<file path="src/rtl/ldr_pkg.sv">
// shared types, register map and codes for the light dimmer ramp controller
`default_nettype none

package ldr_pkg;

    // level and config field widths
    localparam int LVL_W  = 16;
    localparam int MODE_W = 2;
    localparam int PORT_W = 2;

    // configuration port geometry
    localparam int REG_COUNT = 8;
    localparam int ADDR_W    = 5;
    localparam int DATA_W    = 32;
    localparam int IDX_W     = 3;

    // register indexes
    localparam logic [IDX_W-1:0] REG_LIGHT_MODE    = 3'd0;
    localparam logic [IDX_W-1:0] REG_TWO_INPUTS    = 3'd1;
    localparam logic [IDX_W-1:0] REG_ON_IS_MAX     = 3'd2;
    localparam logic [IDX_W-1:0] REG_OFF_LEVEL     = 3'd3;
    localparam logic [IDX_W-1:0] REG_MIN_LEVEL     = 3'd4;
    localparam logic [IDX_W-1:0] REG_MAX_LEVEL     = 3'd5;
    localparam logic [IDX_W-1:0] REG_STEP_SIZE     = 3'd6;
    localparam logic [IDX_W-1:0] REG_GROWTH_FACTOR = 3'd7;

    // register reset values
    localparam logic [LVL_W-1:0] RST_OFF_LEVEL     = 16'd0;
    localparam logic [LVL_W-1:0] RST_MIN_LEVEL     = 16'd3840;
    localparam logic [LVL_W-1:0] RST_MAX_LEVEL     = 16'd25600;
    localparam logic [LVL_W-1:0] RST_STEP_SIZE     = 16'd256;
    localparam logic [LVL_W-1:0] RST_GROWTH_FACTOR = 16'd0;

    // light modes
    localparam logic [MODE_W-1:0] MODE_SWITCH = 2'd0;
    localparam logic [MODE_W-1:0] MODE_LEVEL  = 2'd1;
    localparam logic [MODE_W-1:0] MODE_DIMMER = 2'd2;

    // message ports
    localparam logic [PORT_W-1:0] PORT_SWITCH = 2'd0;
    localparam logic [PORT_W-1:0] PORT_UP     = 2'd1;
    localparam logic [PORT_W-1:0] PORT_DOWN   = 2'd2;
    localparam logic [PORT_W-1:0] PORT_REPORT = 2'd3;

    // item opcodes
    localparam logic OP_MSG  = 1'b0;
    localparam logic OP_TICK = 1'b1;

    // plain switch output levels
    localparam logic [LVL_W-1:0] LVL_ON_PLAIN  = 16'd1;
    localparam logic [LVL_W-1:0] LVL_OFF_PLAIN = 16'd0;

    // rounding offset for the Q16.16 product
    localparam logic [2*LVL_W:0] PROP_ROUND = 33'h0_0000_8000;

    // configuration as seen by the datapath
    typedef struct packed {
        logic [MODE_W-1:0] light_mode;
        logic              two_inputs;
        logic              on_is_max;
        logic [LVL_W-1:0]  off_level;
        logic [LVL_W-1:0]  min_level;
        logic [LVL_W-1:0]  max_level;
        logic [LVL_W-1:0]  step_size;
        logic [LVL_W-1:0]  growth_factor;
    } t_cfg;

endpackage

`default_nettype wire

</file>
<file path="src/rtl/ldr_if.sv">
// valid/ready channel interfaces for input items and result items
`default_nettype none

interface ldr_in_if;
    import ldr_pkg::*;
    logic              valid;
    logic              ready;
    logic              op;
    logic [PORT_W-1:0] port;
    logic              payload_on;
    logic [LVL_W-1:0]  level_value;
    logic              readback_ok;

    modport source (output valid, op, port, payload_on, level_value, readback_ok,
                    input ready);
    modport sink   (input valid, op, port, payload_on, level_value, readback_ok,
                    output ready);
endinterface

interface ldr_out_if;
    import ldr_pkg::*;
    logic             valid;
    logic             ready;
    logic             write_valid;
    logic [LVL_W-1:0] write_level;
    logic             ramp_running;

    modport source (output valid, write_valid, write_level, ramp_running,
                    input ready);
    modport sink   (input valid, write_valid, write_level, ramp_running,
                    output ready);
endinterface

`default_nettype wire

</file>
<file path="src/rtl/light_dimmer_ramp_controller.sv">
// top level of the light dimmer ramp controller
//
//  channel  | dir | transfer when          | payload
//  ---------+-----+------------------------+-------------------------------------------
//  i_in     | in  | valid && ready         | op, port, payload_on, level_value, readback_ok
//  o_out    | out | valid && ready         | write_valid, write_level, ramp_running
//  apb      | in  | psel && penable && pwrite | paddr, pwdata (prdata on reads)
//
//  one item per cycle sustained while o_out is ready; an input transfer is registered
//  in the input register, feeds the ramp step multiplier and clamp, then the result register
//  a stalled result holds the result register; the input register still takes one item
//  synchronous active-low reset clears control state and loads register defaults
`default_nettype none

module light_dimmer_ramp_controller
    import ldr_pkg::*;
(
    input  wire logic              i_clk,
    input  wire logic              i_rst_n,
    ldr_in_if.sink                 i_in,
    ldr_out_if.source              o_out,
    input  wire logic              psel,
    input  wire logic              penable,
    input  wire logic              pwrite,
    input  wire logic [ADDR_W-1:0] paddr,
    input  wire logic [DATA_W-1:0] pwdata,
    output logic      [DATA_W-1:0] prdata,
    output logic                   pready
);

    t_cfg w_cfg;

    ldr_cfg_regs u_cfg (
        .i_clk   (i_clk),
        .i_rst_n (i_rst_n),
        .psel    (psel),
        .penable (penable),
        .pwrite  (pwrite),
        .paddr   (paddr),
        .pwdata  (pwdata),
        .prdata  (prdata),
        .pready  (pready),
        .o_cfg   (w_cfg)
    );

    ldr_core u_core (
        .i_clk   (i_clk),
        .i_rst_n (i_rst_n),
        .i_cfg   (w_cfg),
        .i_in    (i_in),
        .o_out   (o_out)
    );

endmodule

`default_nettype wire

</file>
<file path="src/rtl/ldr_cfg_regs.sv">
// apb-style configuration register bank
`default_nettype none

module ldr_cfg_regs
    import ldr_pkg::*;
(
    input  wire logic              i_clk,
    input  wire logic              i_rst_n,
    input  wire logic              psel,
    input  wire logic              penable,
    input  wire logic              pwrite,
    input  wire logic [ADDR_W-1:0] paddr,
    input  wire logic [DATA_W-1:0] pwdata,
    output logic      [DATA_W-1:0] prdata,
    output logic                   pready,
    output t_cfg                   o_cfg
);

    t_cfg             r_cfg;
    logic [IDX_W-1:0] w_idx;
    logic             w_wr;

    assign w_idx  = paddr[ADDR_W-1:2];
    assign w_wr   = psel && penable && pwrite;
    assign pready = 1'b1;
    assign o_cfg  = r_cfg;

    // register writes on the access cycle
    always_ff @(posedge i_clk) begin
        if (!i_rst_n) begin
            r_cfg.light_mode    <= MODE_SWITCH;
            r_cfg.two_inputs    <= 1'b0;
            r_cfg.on_is_max     <= 1'b0;
            r_cfg.off_level     <= RST_OFF_LEVEL;
            r_cfg.min_level     <= RST_MIN_LEVEL;
            r_cfg.max_level     <= RST_MAX_LEVEL;
            r_cfg.step_size     <= RST_STEP_SIZE;
            r_cfg.growth_factor <= RST_GROWTH_FACTOR;
        end else if (w_wr) begin
            case (w_idx)
                REG_LIGHT_MODE:    r_cfg.light_mode    <= pwdata[MODE_W-1:0];
                REG_TWO_INPUTS:    r_cfg.two_inputs    <= pwdata[0];
                REG_ON_IS_MAX:     r_cfg.on_is_max     <= pwdata[0];
                REG_OFF_LEVEL:     r_cfg.off_level     <= pwdata[LVL_W-1:0];
                REG_MIN_LEVEL:     r_cfg.min_level     <= pwdata[LVL_W-1:0];
                REG_MAX_LEVEL:     r_cfg.max_level     <= pwdata[LVL_W-1:0];
                REG_STEP_SIZE:     r_cfg.step_size     <= pwdata[LVL_W-1:0];
                REG_GROWTH_FACTOR: r_cfg.growth_factor <= pwdata[LVL_W-1:0];
                default: begin
                end
            endcase
        end
    end

    // read mux
    always_comb begin
        case (w_idx)
            REG_LIGHT_MODE:    prdata = {{(DATA_W-MODE_W){1'b0}}, r_cfg.light_mode};
            REG_TWO_INPUTS:    prdata = {{(DATA_W-1){1'b0}}, r_cfg.two_inputs};
            REG_ON_IS_MAX:     prdata = {{(DATA_W-1){1'b0}}, r_cfg.on_is_max};
            REG_OFF_LEVEL:     prdata = {{(DATA_W-LVL_W){1'b0}}, r_cfg.off_level};
            REG_MIN_LEVEL:     prdata = {{(DATA_W-LVL_W){1'b0}}, r_cfg.min_level};
            REG_MAX_LEVEL:     prdata = {{(DATA_W-LVL_W){1'b0}}, r_cfg.max_level};
            REG_STEP_SIZE:     prdata = {{(DATA_W-LVL_W){1'b0}}, r_cfg.step_size};
            REG_GROWTH_FACTOR: prdata = {{(DATA_W-LVL_W){1'b0}}, r_cfg.growth_factor};
            default:           prdata = '0;
        endcase
    end

endmodule

`default_nettype wire

</file>
<file path="src/rtl/ldr_ramp_step.sv">
// one ramp step: step plus rounded proportional term, then clamp
`default_nettype none

module ldr_ramp_step
    import ldr_pkg::*;
(
    input  wire logic [LVL_W-1:0] i_base,
    input  wire logic             i_upward,
    input  wire t_cfg             i_cfg,
    output logic      [LVL_W-1:0] o_level,
    output logic                  o_at_limit
);

    logic [2*LVL_W-1:0] w_prod;
    logic [2*LVL_W:0]   w_rnd;
    logic [LVL_W:0]     w_prop;
    logic [LVL_W-1:0]   w_step;
    logic [LVL_W+1:0]   w_delta;
    logic [LVL_W+2:0]   w_sum;
    logic               w_neg;
    logic [LVL_W-1:0]   w_diff;

    // proportional term, rounded half up
    assign w_prod  = {{LVL_W{1'b0}}, i_cfg.growth_factor} * {{LVL_W{1'b0}}, i_base};
    assign w_rnd   = {1'b0, w_prod} + PROP_ROUND;
    assign w_prop  = w_rnd[2*LVL_W:LVL_W];
    assign w_step  = (i_cfg.step_size == '0) ? LVL_ON_PLAIN : i_cfg.step_size;
    assign w_delta = {2'b00, w_step} + {1'b0, w_prop};

    // full-width sum and difference
    assign w_sum  = {3'b000, i_base} + {1'b0, w_delta};
    assign w_neg  = {2'b00, i_base} < w_delta;
    assign w_diff = i_base - w_delta[LVL_W-1:0];

    // clamp, max first (an underflow on the way down goes to min)
    always_comb begin
        if (i_upward) begin
            if (w_sum > {3'b000, i_cfg.max_level}) begin
                o_level = i_cfg.max_level;
            end else if (w_sum < {3'b000, i_cfg.min_level}) begin
                o_level = i_cfg.min_level;
            end else begin
                o_level = w_sum[LVL_W-1:0];
            end
        end else begin
            if (w_neg) begin
                o_level = i_cfg.min_level;
            end else if (w_diff > i_cfg.max_level) begin
                o_level = i_cfg.max_level;
            end else if (w_diff < i_cfg.min_level) begin
                o_level = i_cfg.min_level;
            end else begin
                o_level = w_diff;
            end
        end
    end

    assign o_at_limit = i_upward ? (o_level == i_cfg.max_level)
                                 : (o_level == i_cfg.min_level);

endmodule

`default_nettype wire

</file>
<file path="src/rtl/ldr_core.sv">
// input register, controller state, decision logic and result register
`default_nettype none

module ldr_core
    import ldr_pkg::*;
(
    input  wire logic i_clk,
    input  wire logic i_rst_n,
    input  wire t_cfg i_cfg,
    ldr_in_if.sink    i_in,
    ldr_out_if.source o_out
);

    // input stage
    logic              r_in_valid;
    logic              r_in_op;
    logic [PORT_W-1:0] r_in_port;
    logic              r_in_pressed;
    logic [LVL_W-1:0]  r_in_level;
    logic              r_in_rb;

    // controller state
    logic [LVL_W-1:0] r_ramp_level, n_ramp_level;
    logic             r_busy, n_busy;
    logic             r_upward, n_upward;
    logic [LVL_W-1:0] r_cached, n_cached;
    logic [LVL_W-1:0] r_remembered, n_remembered;

    // result stage
    logic             r_out_valid;
    logic             r_out_wv, n_out_wv;
    logic [LVL_W-1:0] r_out_wl, n_out_wl;
    logic             r_out_run;

    logic             w_adv;
    logic [LVL_W-1:0] w_base;
    logic             w_dir;
    logic [LVL_W-1:0] w_step_lvl;
    logic             w_at_limit;
    logic             w_on;
    logic             w_step_used;

    assign w_adv      = r_in_valid && (!r_out_valid || o_out.ready);
    assign i_in.ready = !r_in_valid || w_adv;

    // input register
    always_ff @(posedge i_clk) begin
        if (!i_rst_n) begin
            r_in_valid <= 1'b0;
        end else if (i_in.ready) begin
            r_in_valid <= i_in.valid;
        end
    end

    always_ff @(posedge i_clk) begin
        if (i_in.valid && i_in.ready) begin
            r_in_op      <= i_in.op;
            r_in_port    <= i_in.port;
            r_in_pressed <= i_in.payload_on;
            r_in_level   <= i_in.level_value;
            r_in_rb      <= i_in.readback_ok;
        end
    end

    // step operand: running level on a tick, start level on a press
    always_comb begin
        if (r_in_op == OP_TICK) begin
            w_base = r_ramp_level;
            w_dir  = r_upward;
        end else begin
            w_base = r_in_rb ? r_in_level : (r_busy ? r_ramp_level : r_cached);
            w_dir  = (r_in_port == PORT_UP);
        end
    end

    ldr_ramp_step u_step (
        .i_base     (w_base),
        .i_upward   (w_dir),
        .i_cfg      (i_cfg),
        .o_level    (w_step_lvl),
        .o_at_limit (w_at_limit)
    );

    // per-item decision
    always_comb begin
        n_ramp_level = r_ramp_level;
        n_busy       = r_busy;
        n_upward     = r_upward;
        n_cached     = r_cached;
        n_remembered = r_remembered;
        n_out_wv     = 1'b0;
        n_out_wl     = '0;
        w_on         = 1'b0;
        w_step_used  = 1'b0;
        if (r_in_op == OP_TICK) begin
            if (r_busy) begin
                w_step_used  = 1'b1;
                n_out_wv     = 1'b1;
                n_out_wl     = w_step_lvl;
                n_ramp_level = w_step_lvl;
                if (w_at_limit) begin
                    n_busy   = 1'b0;
                    n_cached = w_step_lvl;
                    if (w_step_lvl >= i_cfg.min_level && !i_cfg.on_is_max) begin
                        n_remembered = w_step_lvl;
                    end
                end
            end
        end else if (i_cfg.light_mode == MODE_DIMMER &&
                     (r_in_port inside {PORT_UP, PORT_DOWN})) begin
            // end any running ramp first
            if (r_busy) begin
                n_busy   = 1'b0;
                n_cached = r_ramp_level;
                if (r_ramp_level >= i_cfg.min_level && !i_cfg.on_is_max) begin
                    n_remembered = r_ramp_level;
                end
            end
            // press starts a new ramp with its first step
            if (r_in_pressed) begin
                w_step_used  = 1'b1;
                n_upward     = w_dir;
                n_busy       = 1'b1;
                n_out_wv     = 1'b1;
                n_out_wl     = w_step_lvl;
                n_ramp_level = w_step_lvl;
                if (w_at_limit) begin
                    n_busy   = 1'b0;
                    n_cached = w_step_lvl;
                    if (w_step_lvl >= i_cfg.min_level && !i_cfg.on_is_max) begin
                        n_remembered = w_step_lvl;
                    end
                end
            end
        end else if (r_in_port == PORT_REPORT) begin
            n_cached = r_in_level;
            if (r_in_level != '0) begin
                n_remembered = r_in_level;
            end
        end else if (!(i_cfg.two_inputs && !r_in_pressed)) begin
            w_on     = i_cfg.two_inputs ? (r_in_port == PORT_SWITCH) : r_in_pressed;
            n_out_wv = 1'b1;
            if (i_cfg.light_mode inside {MODE_LEVEL, MODE_DIMMER}) begin
                if (w_on) begin
                    n_out_wl = (r_remembered != '0) ? r_remembered : i_cfg.max_level;
                end else begin
                    n_out_wl = i_cfg.off_level;
                end
            end else begin
                n_out_wl = w_on ? LVL_ON_PLAIN : LVL_OFF_PLAIN;
            end
        end
    end

    // state update on each processed item
    always_ff @(posedge i_clk) begin
        if (!i_rst_n) begin
            r_ramp_level <= '0;
            r_busy       <= 1'b0;
            r_upward     <= 1'b0;
            r_cached     <= '0;
            r_remembered <= '0;
        end else if (w_adv) begin
            r_ramp_level <= n_ramp_level;
            r_busy       <= n_busy;
            r_upward     <= n_upward;
            r_cached     <= n_cached;
            r_remembered <= n_remembered;
        end
    end

    // result register
    always_ff @(posedge i_clk) begin
        if (!i_rst_n) begin
            r_out_valid <= 1'b0;
        end else if (w_adv) begin
            r_out_valid <= 1'b1;
        end else if (o_out.ready) begin
            r_out_valid <= 1'b0;
        end
    end

    always_ff @(posedge i_clk) begin
        if (w_adv) begin
            r_out_wv  <= n_out_wv;
            r_out_wl  <= n_out_wl;
            r_out_run <= n_busy;
        end
    end

    assign o_out.valid        = r_out_valid;
    assign o_out.write_valid  = r_out_wv;
    assign o_out.write_level  = r_out_wl;
    assign o_out.ramp_running = r_out_run;

    // a tick with no ramp running gives a result without a write
    a_idle_tick: assert property (@(posedge i_clk) disable iff (!i_rst_n)
        (w_adv && r_in_op == OP_TICK && !r_busy) |=> (r_out_valid && !r_out_wv))
        else $error("idle tick produced a level write");

    // a result without a write carries a zero level
    a_nowrite_zero: assert property (@(posedge i_clk) disable iff (!i_rst_n)
        (w_adv && !n_out_wv) |=> (r_out_wl == '0))
        else $error("result without write has nonzero level");

    // a step with ordered clamps lands inside them
    a_clamped: assert property (@(posedge i_clk) disable iff (!i_rst_n)
        (w_adv && w_step_used && i_cfg.min_level <= i_cfg.max_level) |=>
        (r_ramp_level >= $past(i_cfg.min_level) && r_ramp_level <= $past(i_cfg.max_level)))
        else $error("ramp level outside clamps");

    // a ramp reported running follows a step write
    a_run_after_step: assert property (@(posedge i_clk) disable iff (!i_rst_n)
        (w_adv && !r_busy && n_busy) |=> (r_out_wv && r_out_run))
        else $error("ramp started without a step write");

endmodule

`default_nettype wire

</file>
<file path="src/flat_wrapper.sv">
// flat-port wrapper written by rule: the top's interface ports become plain ports
module light_dimmer_ramp_controller_flat import ldr_pkg::*;
  (i_clk, i_rst_n, psel, penable, pwrite, paddr, pwdata, prdata, pready, i_in_valid, i_in_op, i_in_port, i_in_payload_on, i_in_level_value, i_in_readback_ok, i_in_ready, o_out_valid, o_out_write_valid, o_out_write_level, o_out_ramp_running, o_out_ready);
  ldr_in_if i_in_i ();
  ldr_out_if o_out_i ();
  input  wire logic i_clk;
  input  wire logic i_rst_n;
  input  wire logic psel;
  input  wire logic penable;
  input  wire logic pwrite;
  input  wire logic [ADDR_W-1:0] paddr;
  input  wire logic [DATA_W-1:0] pwdata;
  output logic      [DATA_W-1:0] prdata;
  output logic pready;
  input wire logic [$bits(i_in_i.valid)-1:0] i_in_valid;
  input wire logic [$bits(i_in_i.op)-1:0] i_in_op;
  input wire logic [$bits(i_in_i.port)-1:0] i_in_port;
  input wire logic [$bits(i_in_i.payload_on)-1:0] i_in_payload_on;
  input wire logic [$bits(i_in_i.level_value)-1:0] i_in_level_value;
  input wire logic [$bits(i_in_i.readback_ok)-1:0] i_in_readback_ok;
  output wire logic [$bits(i_in_i.ready)-1:0] i_in_ready;
  output wire logic [$bits(o_out_i.valid)-1:0] o_out_valid;
  output wire logic [$bits(o_out_i.write_valid)-1:0] o_out_write_valid;
  output wire logic [$bits(o_out_i.write_level)-1:0] o_out_write_level;
  output wire logic [$bits(o_out_i.ramp_running)-1:0] o_out_ramp_running;
  input wire logic [$bits(o_out_i.ready)-1:0] o_out_ready;
  assign i_in_i.valid = i_in_valid;
  assign i_in_i.op = i_in_op;
  assign i_in_i.port = i_in_port;
  assign i_in_i.payload_on = i_in_payload_on;
  assign i_in_i.level_value = i_in_level_value;
  assign i_in_i.readback_ok = i_in_readback_ok;
  assign i_in_ready = i_in_i.ready;
  assign o_out_valid = o_out_i.valid;
  assign o_out_write_valid = o_out_i.write_valid;
  assign o_out_write_level = o_out_i.write_level;
  assign o_out_ramp_running = o_out_i.ramp_running;
  assign o_out_i.ready = o_out_ready;
  light_dimmer_ramp_controller u_core (.i_clk(i_clk), .i_rst_n(i_rst_n), .i_in(i_in_i), .o_out(o_out_i), .psel(psel), .penable(penable), .pwrite(pwrite), .paddr(paddr), .pwdata(pwdata), .prdata(prdata), .pready(pready));
endmodule
</file>
<file path="config.mk">
export PLATFORM = sky130hd
export DESIGN_NAME = light_dimmer_ramp_controller_flat
export DESIGN_NICKNAME = d
export VERILOG_FILES = /design/src/rtl/ldr_pkg.sv /design/src/rtl/ldr_if.sv /design/src/rtl/light_dimmer_ramp_controller.sv /design/src/rtl/ldr_cfg_regs.sv /design/src/rtl/ldr_ramp_step.sv /design/src/rtl/ldr_core.sv /design/src/flat_wrapper.sv
export SDC_FILE = /design/constraint.sdc
export NUM_CORES = 1
export LEC_CHECK = 0
export BUFFER_PORTS_ARGS = -buffer_cell sky130_fd_sc_hd__buf_2
export CORE_ASPECT_RATIO = 1.2
export CORE_UTILIZATION = 60
export CTS_CLUSTER_DIAMETER = 60
export DETAILED_ROUTE_END_ITERATION = 10
export PLACE_DENSITY = 0.78
export SLEW_MARGIN = 20
export SYNTH_ARGS = -nofsm -noshare
export SYNTH_HDL_FRONTEND = slang
export SYNTH_HIERARCHICAL = 1
export SYNTH_SLANG_ARGS = --single-unit
</file>
<file path="constraint.sdc">
create_clock -name i_clk -period 20.5 [get_ports i_clk]
set_input_delay 4.1 -clock i_clk [delete_from_list [all_inputs] [get_ports i_clk]]
set_output_delay 4.1 -clock i_clk [all_outputs]
set_load 0.005 [all_outputs]
</file>
==> flow_metrics.env, run 1 <==
export IMPL_synthToLayoutAreaGrowth_pct=5.459
export IMPL_cts_tree="built"
export IMPL_synth_cells=2720
export IMPL_ys_warn_count=6
export IMPL_hold_depth=2
export IMPL_vias=20830
export IMPL_fp_dieH_um=218.4
export IMPL_ios=118
export IMPL_dieWidth_um=182.3
export IMPL_ant_nets=0
export IMPL_powerDensity_nw_per_um2=42.70
export IMPL_drv_cap=0
export IMPL_reg2reg_depth=64
export IMPL_synth_edff_count=39
export IMPL_finalCriticalPeriod_ns=17.95
export IMPL_cts_sinks=175
export IMPL_synth_top_area_share_pct=16.85
export IMPL_synth_fa_ha_area_share_pct=31.34
export IMPL_relSlewSlack_pct=27.74
export IMPL_async_flop_share_pct=0
export IMPL_critPathSlowestCell="edfxtp_1"
export IMPL_grt_use_total_pct=37.14
export IMPL_critPathMostFrequentCell="fa_1"
export IMPL_dp_hpwl_mm=57.34
export IMPL_max_freq_mhz=55.70
export IMPL_run_status="finished, final reports clean"
export IMPL_fin_crit_sh_pct=87.57
export IMPL_cp_start_kind="flop"
export IMPL_max_slew_worst_pin_slew_ns=1.076
export IMPL_ir_drop_mv=0.05277
export IMPL_worstSkewPairLatency_ns=0.44
export IMPL_numCtsBuffers=17
export IMPL_drt_iter0_drc=2031
export IMPL_hold_violations=0
export IMPL_synth_simple_area_share_pct=16.26
export IMPL_r2r_end="u_core/u_core/r_remembered[14]$_SDFFE_PN0P_"
export IMPL_r2r_setup_slack_ns=2.55
export IMPL_end_kind="flop"
export IMPL_start_util_pct=61.33
export IMPL_clk_path_buf_depth=2
export IMPL_worstHoldStart="u_core/u_core/r_cached[1]$_SDFFE_PN0P_"
export IMPL_postCtsSetupBuffers=0
export IMPL_yosys_area_share_xor_xnor_pct=2.283
export IMPL_final_area_sq_um=24680
export IMPL_critical_path_class="reg2reg"
export IMPL_htree_levels=4
export IMPL_clk_pin_slew_ns=0.08
export IMPL_synth_top_family_by_area="adder cells"
export IMPL_synth_compound_area_share_pct=16.88
export IMPL_cts_resized=0
export IMPL_grt_first_pass_wirelength_mm=114.0
export IMPL_hold_path_class="reg2reg"
export IMPL_place_area_sq_um=24050
export IMPL_gp_congestion=1.035
export IMPL_wl_per_cell_um=22.50
export IMPL_drive_above_1_share_pct=8.785
export IMPL_holdBufCountCts=0
export IMPL_synth_area_mux_share_pct=7.763
export IMPL_grt_pass1_vias=21150
export IMPL_ys_flop_type="dfxtp_1"
export IMPL_dr_pass1_iters=7
export IMPL_yosysSeqAreaShare_pct=16.64
export IMPL_grt_max_degree=101
export IMPL_synth_cell_types=97
export IMPL_antenna_found_initial=1
export IMPL_portBuffers=82
export IMPL_core_sq_um=38160
export IMPL_slew_violations=0
export IMPL_cts_root_buffer="clkbuf_16"
export IMPL_grt_setup_unrepaired="false"
export IMPL_synth_area_leader_cell="fa_1"
export IMPL_ys_seq_elements=175
export IMPL_final_nets=3252
export IMPL_fin_skew_ns=0.01435
export IMPL_setup_viol=0
export IMPL_synth_area_sq_um=23400
export IMPL_avgViaCountPerCell=6.403
export IMPL_setup_tns_ns=0
export IMPL_overflow=0
export IMPL_r2r_start="u_core/u_core/r_in_op$_DFFE_PP_"
export IMPL_synth_top_cells_by_area="fa_1 17%, ha_1 14%, dfxtp_1 12%"
export IMPL_critPathRequiredTime_ns=20.83
export IMPL_syn_avg_cell_area_sq_um=8.604
export IMPL_critical_path_max_fanout=46
export IMPL_die_area_sq_um=39800
export IMPL_max_stage_delay_ns=1.00
export IMPL_routed_wl_mm=73.19
export IMPL_rows=78
export IMPL_drc=0
export IMPL_cp_arrival_ns=18.28
export IMPL_p_leak_nw=11.11
export IMPL_holdPathEnd="u_core/u_core/r_cached[1]$_SDFFE_PN0P_"
==> kinds of logic after synthesis <==
group	count (synthesis)
AOI/OAI and AO/OA	571
xor gates and xnor gates	61
adders and majority gates	468
buffers and inverters	501
DFF	175
muxes	159
other	2
and+or+nand+nor	783
==> through the flow <==
step	hold slack [ns]	worst slack, ns	utilization [%]	instances	total power, W
final	0.4553	2.548	64.68	3253	0.001054
after global routing	0.4723	1.791	64.67	3252	0.001094
after CTS	0.4544	2.555	64.61	3250	0.001041
after detailed placement	0.4442	2.637	63.02	3218	0.0007138
after global placement	0.4355	2.961	63.01	3218	0.0007061
after floorplan	0.4295	5.545	-	2735	0.0006066
==> per-layer routing <==
layer | wire length [um] | up-vias | GRT usage (%)
li1 | - | 9273 | -
met1 | 27870 | 10160 | 45.20
met2 | 34830 | 1121 | 63.00
met3 | 6126 | 280 | 4.883
met4 | 4354 | 0 | 21.85
met5 | 0 | - | 0
==> state kept, by name, indices dropped and copies added, names as in the netlist, 2 cells and up <==
name                             flops
u_core/u_cfg/o_cfg                  84
u_core/u_core/r_cached              16
u_core/u_core/r_in_level            16
u_core/u_core/r_ramp_level          16
u_core/u_core/o_out.write_level     16
u_core/u_core/r_in_port              2
u_core/u_core/r_remembered          16
==> cell usage after synthesis, types with 21 or more instances <==
cell,count
nor2b_1,21
o21ai_1,29
o221ai_1,21
mux2_2,21
nand3_1,29
and2_1,128
clkbuf_1,108
nor3_1,21
dfxtp_1,136
o21ai_0,121
xnor2_1,50
edfxtp_1,39
a22o_1,21
fa_1,197
inv_1,344
mux2i_1,123
nand4_1,22
nor2_1,88
a221oi_1,27
a21oi_1,131
nand2_1,391
ha_1,271
a211oi_1,29
o21a_1,30
==> how the worst max path moves through the flow <==
stage / cells after the start / slack (ns) / startpoint / endpoint
floorplan: 72 / 5.54 / u_core/u_core/r_busy$_SDFFE_PN0P_ / u_core/u_core/r_remembered[15]$_SDFFE_PN0P_
global route: 64 / 1.79 / u_core/u_core/r_in_op$_DFFE_PP_ / u_core/u_core/r_remembered[10]$_SDFFE_PN0P_
finish: 64 / 2.55 / u_core/u_core/r_in_op$_DFFE_PP_ / u_core/u_core/r_remembered[14]$_SDFFE_PN0P_
CTS: 63 / 2.55 / u_core/u_core/r_busy$_SDFFE_PN0P_ / u_core/u_core/r_remembered[12]$_SDFFE_PN0P_
detailed placement: 63 / 2.64 / u_core/u_core/r_busy$_SDFFE_PN0P_ / u_core/u_core/r_remembered[13]$_SDFFE_PN0P_
global placement: 63 / 2.96 / u_core/u_core/r_busy$_SDFFE_PN0P_ / u_core/u_core/r_remembered[9]$_SDFFE_PN0P_
==> critical path: cells and delay by family, from the launching register on <==
family          cells  cell delay, ns
compound gates     25            6.53
fa+ha+maj          10            4.21
simple gates       19            4.13
buf+inv             6            1.33
flops               1            1.00
xor+xnor            3            0.43
mux                 1            0.15
==> layout by cell type, fill, tap and decap left out, types with 17 or more instances in the layout <==
cell	n
a211oi_1	29
a21oi_1	131
a221oi_1	27
a22o_1	21
and2_1	128
buf_2	81
buf_4	38
clkbuf_16	17
conb_1	17
dfxtp_1	136
edfxtp_1	39
fa_1	197
ha_1	271
inv_1	344
mux2_2	21
mux2i_1	123
nand2_1	391
nand3_1	29
nand4_1	22
nor2_1	87
nor2b_1	21
nor3_1	21
o21a_1	30
o21ai_0	105
o21ai_1	41
o221ai_1	21
o22a_1	17
xnor2_1	50
==> final cells by class <==
cell class	count	area, sq um
Sequential cell	175	3894
Inverter	346	1299
Fill cell	3156	13480
Antenna cell	1	2.502
Clock buffer	17	425.4
Clock inverter	15	183.9
Multi-Input combinational cell	2059	17520
Timing Repair Buffer	120	701.9
Tap cell	520	650.6
==> power breakdown <==
part	internal (W)	leakage (nW)	total, W	switching [W]
Sequential	0.000360	1.47	0.000372	0.0000121
Combinational	0.000117	9.34	0.000348	0.000230
Clock	0.000167	0.298	0.000334	0.000167
No activity file was read; power rests on OpenSTA's default activity.
==> inputs of run 2 (changes only) <==
- ABC_AREA: unset -> 0
- BUFFER_PORTS_ARGS: -buffer_cell sky130_fd_sc_hd__buf_2 -> -buffer_cell sky130_fd_sc_hd__buf_4
- clock period: 20.5 -> 20.3 ns (I/O delays scaled with it)
==> run 2 against run 1 <==
  * Highest routed layer unchanged
  * Clock skew grew 0.0056 ns
  * Clock power grew 3%
  * Die area did not move
  * Critical path type unchanged
  * Largest power group unchanged
  * Global-route usage is 0.42 points higher
==> flow_metrics.env, run 2 (synthesized netlist as in run 1, its figures left out) <==
export IMPL_run_status="finished, final reports clean"
export IMPL_layout_commonest_cell="nand2_1"
export IMPL_vias=20810
export IMPL_critical_path_max_fanout=22
export IMPL_place_ws_ns=2.284
export IMPL_max_slew_worst_pin_slew_ns=1.060
export IMPL_holdBufCountCts=0
export IMPL_powerDensity_nw_per_um2=43.15
export IMPL_max_freq_mhz=54.16
export IMPL_critical_path_class="reg2reg"
export IMPL_gp_congestion=1.032
export IMPL_dp_hpwl_mm=57.64
export IMPL_antenna_found_initial=1
export IMPL_grt_use_total_pct=37.56
export IMPL_die_area_sq_um=39800
export IMPL_grt_max_degree=104
export IMPL_finalCriticalPeriod_ns=18.46
export IMPL_clk_path_buf_depth=2
export IMPL_cts_tree="built"
export IMPL_drv_cap=0
export IMPL_wl_per_cell_um=22.68
export IMPL_hold_path_class="reg2reg"
export IMPL_numCtsBuffers=17
export IMPL_rows=78
export IMPL_diodes=0
export IMPL_htree_levels=4
export IMPL_hold_violations=0
export IMPL_final_nets=3259
export IMPL_final_cell_mix="391 x nand2_1, 344 x inv_1, 271 x ha_1, 197 x fa_1, 136 x dfxtp_1"
export IMPL_routed_wl_mm=73.91
export IMPL_p_leak_nw=11.21
export IMPL_avgViaCountPerCell=6.387
export IMPL_setup_tns_ns=0
export IMPL_postCtsSetupBuffers=0
export IMPL_relSlewSlack_pct=28.55
export IMPL_clk_pin_slew_ns=0.08
export IMPL_max_stage_delay_ns=0.99
export IMPL_critPathMostFrequentCell="fa_1"
export IMPL_dieWidth_um=182.3
export IMPL_cp_start_kind="flop"
export IMPL_drt_iter0_drc=2183
export IMPL_ant_nets=0
export IMPL_dr_pass1_iters=6
export IMPL_grt_first_pass_wirelength_mm=115.7
export IMPL_critPathSlowestCell="dfxtp_1"
export IMPL_cp_arrival_ns=18.79
export IMPL_grt_pass1_vias=21350
export IMPL_cts_sinks=175
export IMPL_start_util_pct=61.33
export IMPL_grt_setup_unrepaired="false"
export IMPL_cts_root_buffer="clkbuf_16"
export IMPL_largest_reg_flops=84
export IMPL_fin_crit_sh_pct=90.95
export IMPL_worstSkewPairLatency_ns=0.44
export IMPL_setup_viol=0
export IMPL_postLayoutSetupSlackWorst_ns=1.837
export IMPL_end_kind="flop"
export IMPL_core_sq_um=38160
export IMPL_slew_violations=0
export IMPL_drc=0
export IMPL_synthToLayoutAreaGrowth_pct=6.645
export IMPL_fin_skew_ns=0.01997
export IMPL_overflow=0
export IMPL_fp_dieH_um=218.4
export IMPL_cts_resized=0
export IMPL_ir_drop_mv=0.05605
export IMPL_critPathRequiredTime_ns=20.62
export IMPL_ios=118
export IMPL_drive_above_1_share_pct=9.018
export IMPL_portBuffers=82
run 2: changes by cell type in the layout (fill, tap and decap cells not counted):
cell,delta
clkinv_4,-2
inv_8,-5
inv_6,+2
clkinv_8,+3
buf_2,-81
inv_12,+2
buf_4,+88
diode_2,-1
run 2: stage by stage:
step                utilization, %  std cells  hold slack [ns]  area (sq um)   power, W
floorplan                        -       2735           0.4295         23460  0.0006126
global placement             63.68       3225           0.4360         24300  0.0007164
detailed placement           63.69       3225           0.4427         24300  0.0007237
CTS                          65.35       3257           0.4511         24940   0.001062
global route                 65.41       3259           0.4725         24960   0.001114
finish                       65.41       3259           0.4527         24960   0.001077
run 2: final timing paths:
check,start,to,slack (ns),cells past startpoint
hold reg to reg,u_core/u_core/r_cached[15]$_SDFFE_PN0P_,u_core/u_core/r_cached[15]$_SDFFE_PN0P_,0.45,2
hold / removal,u_core/u_core/r_cached[15]$_SDFFE_PN0P_,u_core/u_core/r_cached[15]$_SDFFE_PN0P_,0.45,2
setup reg to reg,u_core/u_core/r_busy$_SDFFE_PN0P_,u_core/u_core/r_remembered[13]$_SDFFE_PN0P_,1.84,64
setup / recovery,u_core/u_core/r_busy$_SDFFE_PN0P_,u_core/u_core/r_remembered[13]$_SDFFE_PN0P_,1.84,64
run 2: worst max-delay path: cells and delay by family, from the launching register on:
kind / cells / cell delay (ns)
XOR/XNOR: 3 / 0.51
multiplexers: 3 / 0.61
AND/OR/NAND/NOR: 18 / 4.07
AO/OA/AOI/OAI: 25 / 7.10
buffers and inverters: 5 / 0.83
flip-flops: 1 / 0.99
adder cells (fa/ha/maj): 10 / 4.17
run 2: final cells by class:
class,count,area [sq um]
multi-input cells,2059,17520
fillers,3164,13200
flip-flops and latches,175,3894
inverters,346,1299
repair buffers,127,957.2
well taps,520,650.6
clock buffers,17,425.4
clock inverters,15,209.0
run 2: metal layers:
metal | wire, um | share of wire [%] | vias to the layer above | global-route usage (%)
li1 | - | - | 9284 | -
met1 | 28070 | 38 | 10100 | 44.98
met2 | 34930 | 47 | 1160 | 64.53
met3 | 6679 | 9.0 | 272 | 6.532
met4 | 4228 | 5.7 | 0 | 19.55
met5 | 0 | 0 | - | 0
run 2: report_power, final:
group	internal [W]	switching (W)
clock	0.000171	0.000172
combinational	0.000122	0.000236
sequential	0.000364	0.0000118
total	0.000657	0.000420
